<file path="src/ial_pkg.sv">
// Package: shared types, codes and constants for the indexed array list.
`timescale 1ns / 1ps
package ial_pkg;

    localparam int IAL_DEPTH     = 32;
    localparam int CNT_W         = 7;
    localparam int DATA_W        = 32;
    localparam int CAP_W         = 6;
    localparam logic [CAP_W-1:0] CAP_RESET = 6'd32;

    localparam logic [1:0] ACT_INSERT = 2'd0;
    localparam logic [1:0] ACT_DELETE = 2'd1;
    localparam logic [1:0] ACT_READ   = 2'd2;
    localparam logic [1:0] ACT_CLEAR  = 2'd3;

    localparam logic [1:0] STAT_OK    = 2'd0;
    localparam logic [1:0] STAT_FULL  = 2'd1;
    localparam logic [1:0] STAT_EMPTY = 2'd2;
    localparam logic [1:0] STAT_RANGE = 2'd3;

    localparam logic [1:0] CELL_HOLD = 2'd0;
    localparam logic [1:0] CELL_INS  = 2'd1;
    localparam logic [1:0] CELL_DEL  = 2'd2;
    localparam logic [1:0] CELL_ROT  = 2'd3;

    typedef struct packed {
        logic [1:0]         action;
        logic [5:0]         position;
        logic signed [31:0] value;
    } in_word_t;

    typedef struct packed {
        logic [1:0]         status;
        logic signed [31:0] read_value;
        logic [4:0]         read_index;
        logic               has_value;
        logic [5:0]         entry_count;
        logic               last;
    } out_word_t;

    typedef struct packed {
        logic [1:0]        op;
        logic [5:0]        pos;
        logic [CNT_W-1:0]  cnt;
        logic [DATA_W-1:0] value;
    } cell_ctrl_t;

endpackage

</file>
<file path="src/ial_cell.sv">
// One list cell: holds one entry and takes a neighbor's entry on shift or rotate.
`timescale 1ns / 1ps
module ial_cell
    import ial_pkg::*;
#(
    parameter int IDX = 0
)
(
    input  logic              clk,
    input  cell_ctrl_t        ctrl,
    input  logic [DATA_W-1:0] left_data,
    input  logic [DATA_W-1:0] right_data,
    input  logic [DATA_W-1:0] wrap_data,
    output logic [DATA_W-1:0] data
);

    localparam logic [CNT_W-1:0] IDX_C  = CNT_W'(IDX);
    localparam logic [CNT_W-1:0] IDX_C1 = CNT_W'(IDX + 1);

    logic [DATA_W-1:0] entry_reg;
    logic [DATA_W-1:0] entry_next;
    logic [CNT_W-1:0]  pos_c;

    assign pos_c = CNT_W'(ctrl.pos);

    always_comb
    begin
        entry_next = entry_reg;
        case (ctrl.op)
            CELL_INS:
            begin
                if (IDX_C == pos_c)
                begin
                    entry_next = ctrl.value;
                end
                else if (IDX_C > pos_c)
                begin
                    entry_next = left_data;
                end
            end
            CELL_DEL:
            begin
                if (IDX_C >= pos_c)
                begin
                    entry_next = right_data;
                end
            end
            CELL_ROT:
            begin
                if (IDX_C1 < ctrl.cnt)
                begin
                    entry_next = right_data;
                end
                else if (IDX_C1 == ctrl.cnt)
                begin
                    entry_next = wrap_data;
                end
            end
            default:
            begin
                entry_next = entry_reg;
            end
        endcase
    end

    always_ff @(posedge clk)
    begin
        entry_reg <= entry_next;
    end

    assign data = entry_reg;

endmodule

</file>
<file path="src/ial_row.sv">
// Row of list cells chained to their neighbors; cell 0 is the list head.
`timescale 1ns / 1ps
module ial_row
    import ial_pkg::*;
#(
    parameter int LIST_DEPTH = IAL_DEPTH
)
(
    input  logic              clk,
    input  cell_ctrl_t        ctrl,
    output logic [DATA_W-1:0] head
);

    logic [DATA_W-1:0] cell_data [LIST_DEPTH];

    genvar g;
    generate
        for (g = 0; g < LIST_DEPTH; g++)
        begin : g_cell
            logic [DATA_W-1:0] left_d;
            logic [DATA_W-1:0] right_d;

            if (g == 0)
            begin : g_first
                assign left_d = ctrl.value;
            end
            else
            begin : g_mid_l
                assign left_d = cell_data[g-1];
            end

            if (g == LIST_DEPTH - 1)
            begin : g_end
                assign right_d = cell_data[g];
            end
            else
            begin : g_mid_r
                assign right_d = cell_data[g+1];
            end

            ial_cell #(
                .IDX (g)
            ) u_cell (
                .clk        (clk),
                .ctrl       (ctrl),
                .left_data  (left_d),
                .right_data (right_d),
                .wrap_data  (cell_data[0]),
                .data       (cell_data[g])
            );
        end
    endgenerate

    assign head = cell_data[0];

endmodule

</file>
<file path="src/indexed_array_list_top.sv">
// Top level: command decode, count and capacity, read streaming and result register.
//
//  channel   dir  handshake                  word
//  command   in   start && !busy             cmd    (in_word_t)
//  result    out  result_valid, one cycle    result (out_word_t)
//  capacity  in   cfg_we                     cfg_wdata
//
// Every accepted word gives its first result on the next cycle.
// Insert, delete, clear: one result each; insert and delete shift the cell row as the word is taken.
// Read all: one entry per cycle as the row rotates through cell 0;
// busy stays high until the last entry is out.
// Reset clears count, capacity to 32 and the sequencer; entries are not cleared.
// The receiver cannot stall; results are never held.
`timescale 1ns / 1ps
module indexed_array_list_top
    import ial_pkg::*;
#(
    parameter int LIST_DEPTH = IAL_DEPTH
)
(
    input  logic             clk,
    input  logic             rst_n,
    input  logic             start,
    output logic             busy,
    input  in_word_t         cmd,
    input  logic             cfg_we,
    input  logic [CAP_W-1:0] cfg_wdata,
    output logic             result_valid,
    output out_word_t        result
);

    localparam int RIW = (LIST_DEPTH > 1) ? $clog2(LIST_DEPTH) : 1;
    localparam logic [CNT_W-1:0] DEPTH_C = CNT_W'(LIST_DEPTH);
    localparam logic S_IDLE = 1'b0;
    localparam logic S_READ = 1'b1;

    logic             state_reg,   state_next;
    logic [CNT_W-1:0] count_reg,   count_next;
    logic [CAP_W-1:0] cap_reg;
    logic [RIW-1:0]   rd_idx_reg,  rd_idx_next;
    logic             result_valid_reg, result_valid_next;
    out_word_t        result_reg,  result_next;

    logic [CNT_W-1:0] cap_c;
    logic [CNT_W-1:0] cap_now;
    logic [CNT_W-1:0] pos_c;
    logic [CNT_W-1:0] rd_idx_c;
    logic             accept;
    cell_ctrl_t       cell_ctrl;
    logic [DATA_W-1:0] head;

    assign accept   = start && (state_reg == S_IDLE);
    assign busy     = (state_reg == S_READ);
    assign cap_c    = CNT_W'(cap_reg);
    assign cap_now  = (cap_c < DEPTH_C) ? cap_c : DEPTH_C;
    assign pos_c    = CNT_W'(cmd.position);
    assign rd_idx_c = CNT_W'(rd_idx_reg);

    ial_row #(
        .LIST_DEPTH (LIST_DEPTH)
    ) u_row (
        .clk  (clk),
        .ctrl (cell_ctrl),
        .head (head)
    );

    always_comb
    begin
        state_next        = state_reg;
        count_next        = count_reg;
        rd_idx_next       = rd_idx_reg;
        result_valid_next = 1'b0;
        result_next       = result_reg;
        cell_ctrl.op      = CELL_HOLD;
        cell_ctrl.pos     = cmd.position;
        cell_ctrl.cnt     = count_reg;
        cell_ctrl.value   = cmd.value;

        unique case (state_reg)
            S_IDLE:
            begin
                if (accept)
                begin
                    result_valid_next       = 1'b1;
                    result_next.status      = STAT_OK;
                    result_next.read_value  = '0;
                    result_next.read_index  = '0;
                    result_next.has_value   = 1'b0;
                    result_next.entry_count = count_reg[5:0];
                    result_next.last        = 1'b1;
                    unique case (cmd.action)
                        ACT_INSERT:
                        begin
                            if (count_reg >= cap_now)
                            begin
                                result_next.status = STAT_FULL;
                            end
                            else if (pos_c > count_reg)
                            begin
                                result_next.status = STAT_RANGE;
                            end
                            else
                            begin
                                cell_ctrl.op            = CELL_INS;
                                count_next              = count_reg + 1'b1;
                                result_next.entry_count = count_next[5:0];
                            end
                        end
                        ACT_DELETE:
                        begin
                            if (count_reg == '0)
                            begin
                                result_next.status = STAT_EMPTY;
                            end
                            else if (pos_c >= count_reg)
                            begin
                                result_next.status = STAT_RANGE;
                            end
                            else
                            begin
                                cell_ctrl.op            = CELL_DEL;
                                count_next              = count_reg - 1'b1;
                                result_next.entry_count = count_next[5:0];
                            end
                        end
                        ACT_READ:
                        begin
                            if (count_reg != '0)
                            begin
                                cell_ctrl.op           = CELL_ROT;
                                result_next.read_value = head;
                                result_next.has_value  = 1'b1;
                                if (count_reg != CNT_W'(1))
                                begin
                                    result_next.last = 1'b0;
                                    rd_idx_next      = RIW'(1);
                                    state_next       = S_READ;
                                end
                            end
                        end
                        ACT_CLEAR:
                        begin
                            count_next              = '0;
                            result_next.entry_count = '0;
                        end
                        default:
                        begin
                            result_next.status = STAT_OK;
                        end
                    endcase
                end
            end
            S_READ:
            begin
                cell_ctrl.op            = CELL_ROT;
                result_valid_next       = 1'b1;
                result_next.status      = STAT_OK;
                result_next.read_value  = head;
                result_next.read_index  = rd_idx_c[4:0];
                result_next.has_value   = 1'b1;
                result_next.entry_count = count_reg[5:0];
                result_next.last        = 1'b0;
                rd_idx_next             = rd_idx_reg + 1'b1;
                if (rd_idx_c + 1'b1 == count_reg)
                begin
                    result_next.last = 1'b1;
                    state_next       = S_IDLE;
                end
            end
            default:
            begin
                state_next = S_IDLE;
            end
        endcase
    end

    always_ff @(posedge clk or negedge rst_n)
    begin
        if (!rst_n)
        begin
            state_reg        <= S_IDLE;
            count_reg        <= '0;
            cap_reg          <= CAP_RESET;
            rd_idx_reg       <= '0;
            result_valid_reg <= 1'b0;
        end
        else
        begin
            state_reg        <= state_next;
            count_reg        <= count_next;
            rd_idx_reg       <= rd_idx_next;
            result_valid_reg <= result_valid_next;
            if (cfg_we)
            begin
                cap_reg <= cfg_wdata;
            end
        end
    end

    always_ff @(posedge clk)
    begin
        result_reg <= result_next;
    end

    assign result_valid = result_valid_reg;
    assign result       = result_reg;

    a_count_bound: assert property (@(posedge clk) disable iff (!rst_n)
        count_reg <= DEPTH_C)
        else $error("entry count above list depth");

    a_accept_result: assert property (@(posedge clk) disable iff (!rst_n)
        (start && !busy) |=> result_valid)
        else $error("accepted word gave no result");

    a_stream_cont: assert property (@(posedge clk) disable iff (!rst_n)
        busy |=> (result_valid && result.has_value))
        else $error("read stream gap");

    a_last_idle: assert property (@(posedge clk) disable iff (!rst_n)
        (result_valid && result.last) |-> !busy)
        else $error("busy after last result");

    a_read_in_range: assert property (@(posedge clk) disable iff (!rst_n)
        busy |-> (rd_idx_c < count_reg))
        else $error("read index past count");

endmodule

</file>
<file path="config.mk">
export PLATFORM = sky130hd
export DESIGN_NAME = indexed_array_list_top
export DESIGN_NICKNAME = d
export VERILOG_FILES = /design/src/ial_pkg.sv /design/src/ial_cell.sv /design/src/ial_row.sv /design/src/indexed_array_list_top.sv
export SDC_FILE = /design/constraint.sdc
export NUM_CORES = 2
export LEC_CHECK = 0
export BUFFER_PORTS_ARGS = -buffer_cell sky130_fd_sc_hd__buf_4
export CELL_PAD_IN_SITES_DETAIL_PLACEMENT = 0
export CELL_PAD_IN_SITES_GLOBAL_PLACEMENT = 1
export CORE_MARGIN = 4
export CORE_UTILIZATION = 40
export DETAILED_ROUTE_END_ITERATION = 12
export PLACE_DENSITY = 0.75
export SKIP_LAST_GASP = 1
export SLEW_MARGIN = 5
export SYNTH_ARGS = -nofsm -noshare
export SYNTH_HDL_FRONTEND = slang
export SYNTH_SLANG_ARGS = --single-unit
export TNS_END_PERCENT = 50
</file>
<file path="constraint.sdc">
create_clock -name clk -period 13.45 [get_ports clk]
set_clock_uncertainty 0.15 [all_clocks]
set_input_delay 0.6725 -clock clk [delete_from_list [all_inputs] [get_ports clk]]
set_output_delay 0.6725 -clock clk [all_outputs]
set_load 0.02 [all_outputs]
</file>
==> results by group <==
Status
  – Outcome: completed

Clocking
  – CTS tree: built
  – Latest clock arrival within the worst-skew pair: approximately 0.80 ns
  – Setup Buffers After CTS: 0
  – TritonCTS buffer count: 134
  – Worst-path clk slew: approximately 0.06 ns
  – Clock H-tree levels: 4
  – Clk root buf: clkbuf_16
  – CTS sink cnt: 1091
  – # resized after CTS: 0
  – Hold_buf cts: 8
  – CTS max path bufs: 3

Hold path
  – HP Start: cmd[39]
  – Worst min path class: input port to register

Drt
  – DRT Wirelength: 321000 um
  – Remaining DRCs: 0
  – DRT Pass-1 Iters: 8
  – Initial DRC count: roughly 11000
  – Final antenna-violating net count: 0
  – Routed len/inst: 32.5 um
  – Via count: 70500
  – Vias/cell: 7.15

Critical path
  – R2R Path Start: count_reg[2]
  – Critical-path maximum fanout: 174
  – Critical path endpoint category: register
  – Startpoint Class: register
  – Crit Path Class: register to register
  – Arrival time worst endpoint: 7.35 ns
  – Beginning of the critical path: count_reg[2]
  – Critical path buffers and inverters: 5
  – Top Family by Delay on Critical Path: buffers and inverters
  – CP max stage delay: approximately 0.96 ns
  – Crit path cell chain: inv_1 -> ha_1 -> a211oi_1 -> o21ba_2 -> buf_4 -> a21o_4 -> buf_12 -> buf_12 -> buf_4 -> mux2_2 -> nand3_1
  – Critical Path Slowest Stage Cell: dfrtp_1
  – WP data required: 13.82 ns

Synthesis
  – Main area contributors after synthesis: edfxtp_1 (41%), mux2i_1 (11%), mux2_2 (8.7%)
  – Mux contribution to synthesized area: 0.200
  – Sequential area share after synthesis: 0.420
  – Leading area contributor after synthesis: edfxtp_1
  – Yosys cell types: 75
  – Mapped Nets: between 7000 and 8000
  – Simple-gate area share of the yosys netlist: 0.159
  – Async set or reset register ratio after synthesis: 0.0183
  – Main combinational cell family by area after synthesis: multiplexers
  – Mean post-synth cell area: 9.92 um^2
  – EDFF count, synth: 1071
  – XOR/XNOR share of the synthesized area: 0.00101
  – Mapped cell area: between 70000 and 80000 um^2
  – Share of the synthesized area in the top cell type: 0.413
  – Synthesized flop and latch total: 1091
  – Post-synthesis adder-cell area fraction: 0.00289
  – Synth Area in Compound Gates: 0.160
  – YS warnings: 0
  – Cells after Synth: a little under 8000
  – Top FF cell, synth: edfxtp_1

Die
  – Chip height: 449 um
  – Initial Util: 0.403
  – Rows: approximately 160
  – Core area: 193000 um^2
  – Die Width: 449 um
  – Num ports: 99
  – Die Area: 202000 um^2

STA
  – Fmax: 0.143 GHz
  – Slew HR: 0.0703
  – Fin. max-slew vios: 0
  – Crit share post-route: 0.519
  – Final hold vios: 0
  – Setup violators final: 0
  – Worst Max-Slew Pin Slew: 1.39 ns
  – Final TNS setup: 0 ns
  – Unrepaired setup endpoints after global routing: false
  – Final min period: 6.98 ns

Placed design
  – GPL Wtd Cong: 0.902
  – Port Buf Inserts: 98
  – DP Wirelength: 183000 um

Global routing
  – Pin count of the biggest net entering global routing: 238
  – Total global routing overflow: 0
  – Global-route wire length before repair: 468000 um
  – Initial antenna violation count: 17
  – All-Layer GR Usage: 0.301
  – Vias in the first global route: 66200

Power
  – Pwr Total: around 21000 uW
  – VDD IR-drop max: between 0.2 and 0.25 mV
  – Leak: 0.0321 uW
  – Power per Cell Area: 252 nW/um^2

Final layout
  – Area growth syn-to-layout: 8.11%
  – Max FFs per register: just over 1000
  – Layout Nets: 7292
  – Proportion of layout cells with a drive suffix above 1: 0.175
  – Most common cell after layout, fill and taps aside: edfxtp_1
  – Layout fillers: 18300
  – Most frequent cells in the layout: edfxtp_1 (1071), nand2_1 (1046), mux2i_1 (868)

Flow run
  – Number of max-cap violations: 0
-- routing by layer --
layer / vias to the layer above / track usage / share of wire
met3: 823 / 0.0737 / 0.12
li1: 29500 / - / -
met4: 2 / 0.127 / 0.044
met5: - / 0 / 0.000041
met1: 35000 / 0.417 / 0.40
met2: 5105 / 0.448 / 0.43
-- through the flow --
stage | utilization | std cells | instance area [um^2] | setup WS, ns | hold slack [ns]
2_1_floorplan | - | 7847 | 77800 | 4.71 | 0.227
6_report | 0.436 | 9856 | 84200 | 6.47 | 0.188
4_1_cts | 0.436 | 9844 | 84100 | 6.73 | 0.132
3_3_place_gp | 0.415 | 9606 | 80000 | 6.85 | 0.342
5_1_grt | 0.436 | 9852 | 84100 | 6.15 | 0.165
3_5_place_dp | 0.415 | 9606 | 80000 | 6.78 | 0.346
-- worst register-to-register path, delay by kind of cell, from the launching register on --
family / cells / cell delay (ns)
buf+inv: 5 / 3.51
mux: 1 / 0.41
compound gates: 3 / 1.18
fa+ha+maj: 1 / 0.41
simple gates: 1 / 0.08
flops: 1 / 0.96
-- cells in the mapped netlist, types with 98 or more instances --
library cell  number
o21ai_0          261
edfxtp_1        1071
a2111o_1         159
mux2i_1          868
o2bb2ai_1         98
nand3_1          531
buf_2            187
nand2_1         1077
a22oi_1          129
nor2_1           148
clkbuf_1         783
mux2_2           603
nand4_1          742
a211o_1          290
o221ai_1         225
-- kinds of logic after synthesis --
family                     Yosys count
muxes                             1478
DFF                               1091
xor gates and xnor gates             9
adders and majority gates           18
and+or+nand+nor                   2579
buffers and inverters             1108
AOI/OAI and AO/OA                 1564
-- power breakdown --
part | switching, uW | internal [uW] | total [uW]
Combinational | 6670 | 3360 | 10000
Clock | 1570 | 1970 | 3550
Sequential | 1290 | 6360 | 7650
-- final timing paths --
check | endpoint | slack, ns | cells after the start
worst max-delay path | u_row.g_cell[27].u_cell.data[4] | 6.47 | 11
worst min-delay path | result[46] | 0.19 | 2
worst max register to register | u_row.g_cell[27].u_cell.data[4] | 6.47 | 11
worst min register to register | cap_reg[0] | 0.36 | 1
max in group asynchronous | cap_reg[5] | 12.64 | 2
min in group asynchronous | result_valid | 0.21 | 2
-- area by class of cell --
cell class                 instances  area, um^2  share of cell area
multi-input combinational       5648       41700               0.495
tap                             2526        3160              0.0376
clock buffer                     176        3550              0.0422
timing repair buffer             306        2450              0.0292
inverter                          43         161             0.00192
antenna                           12        30.0            0.000357
clock inverter                    54         475             0.00565
sequential                      1091       32700               0.388
Note: power is estimated with default switching activity, not from simulation.
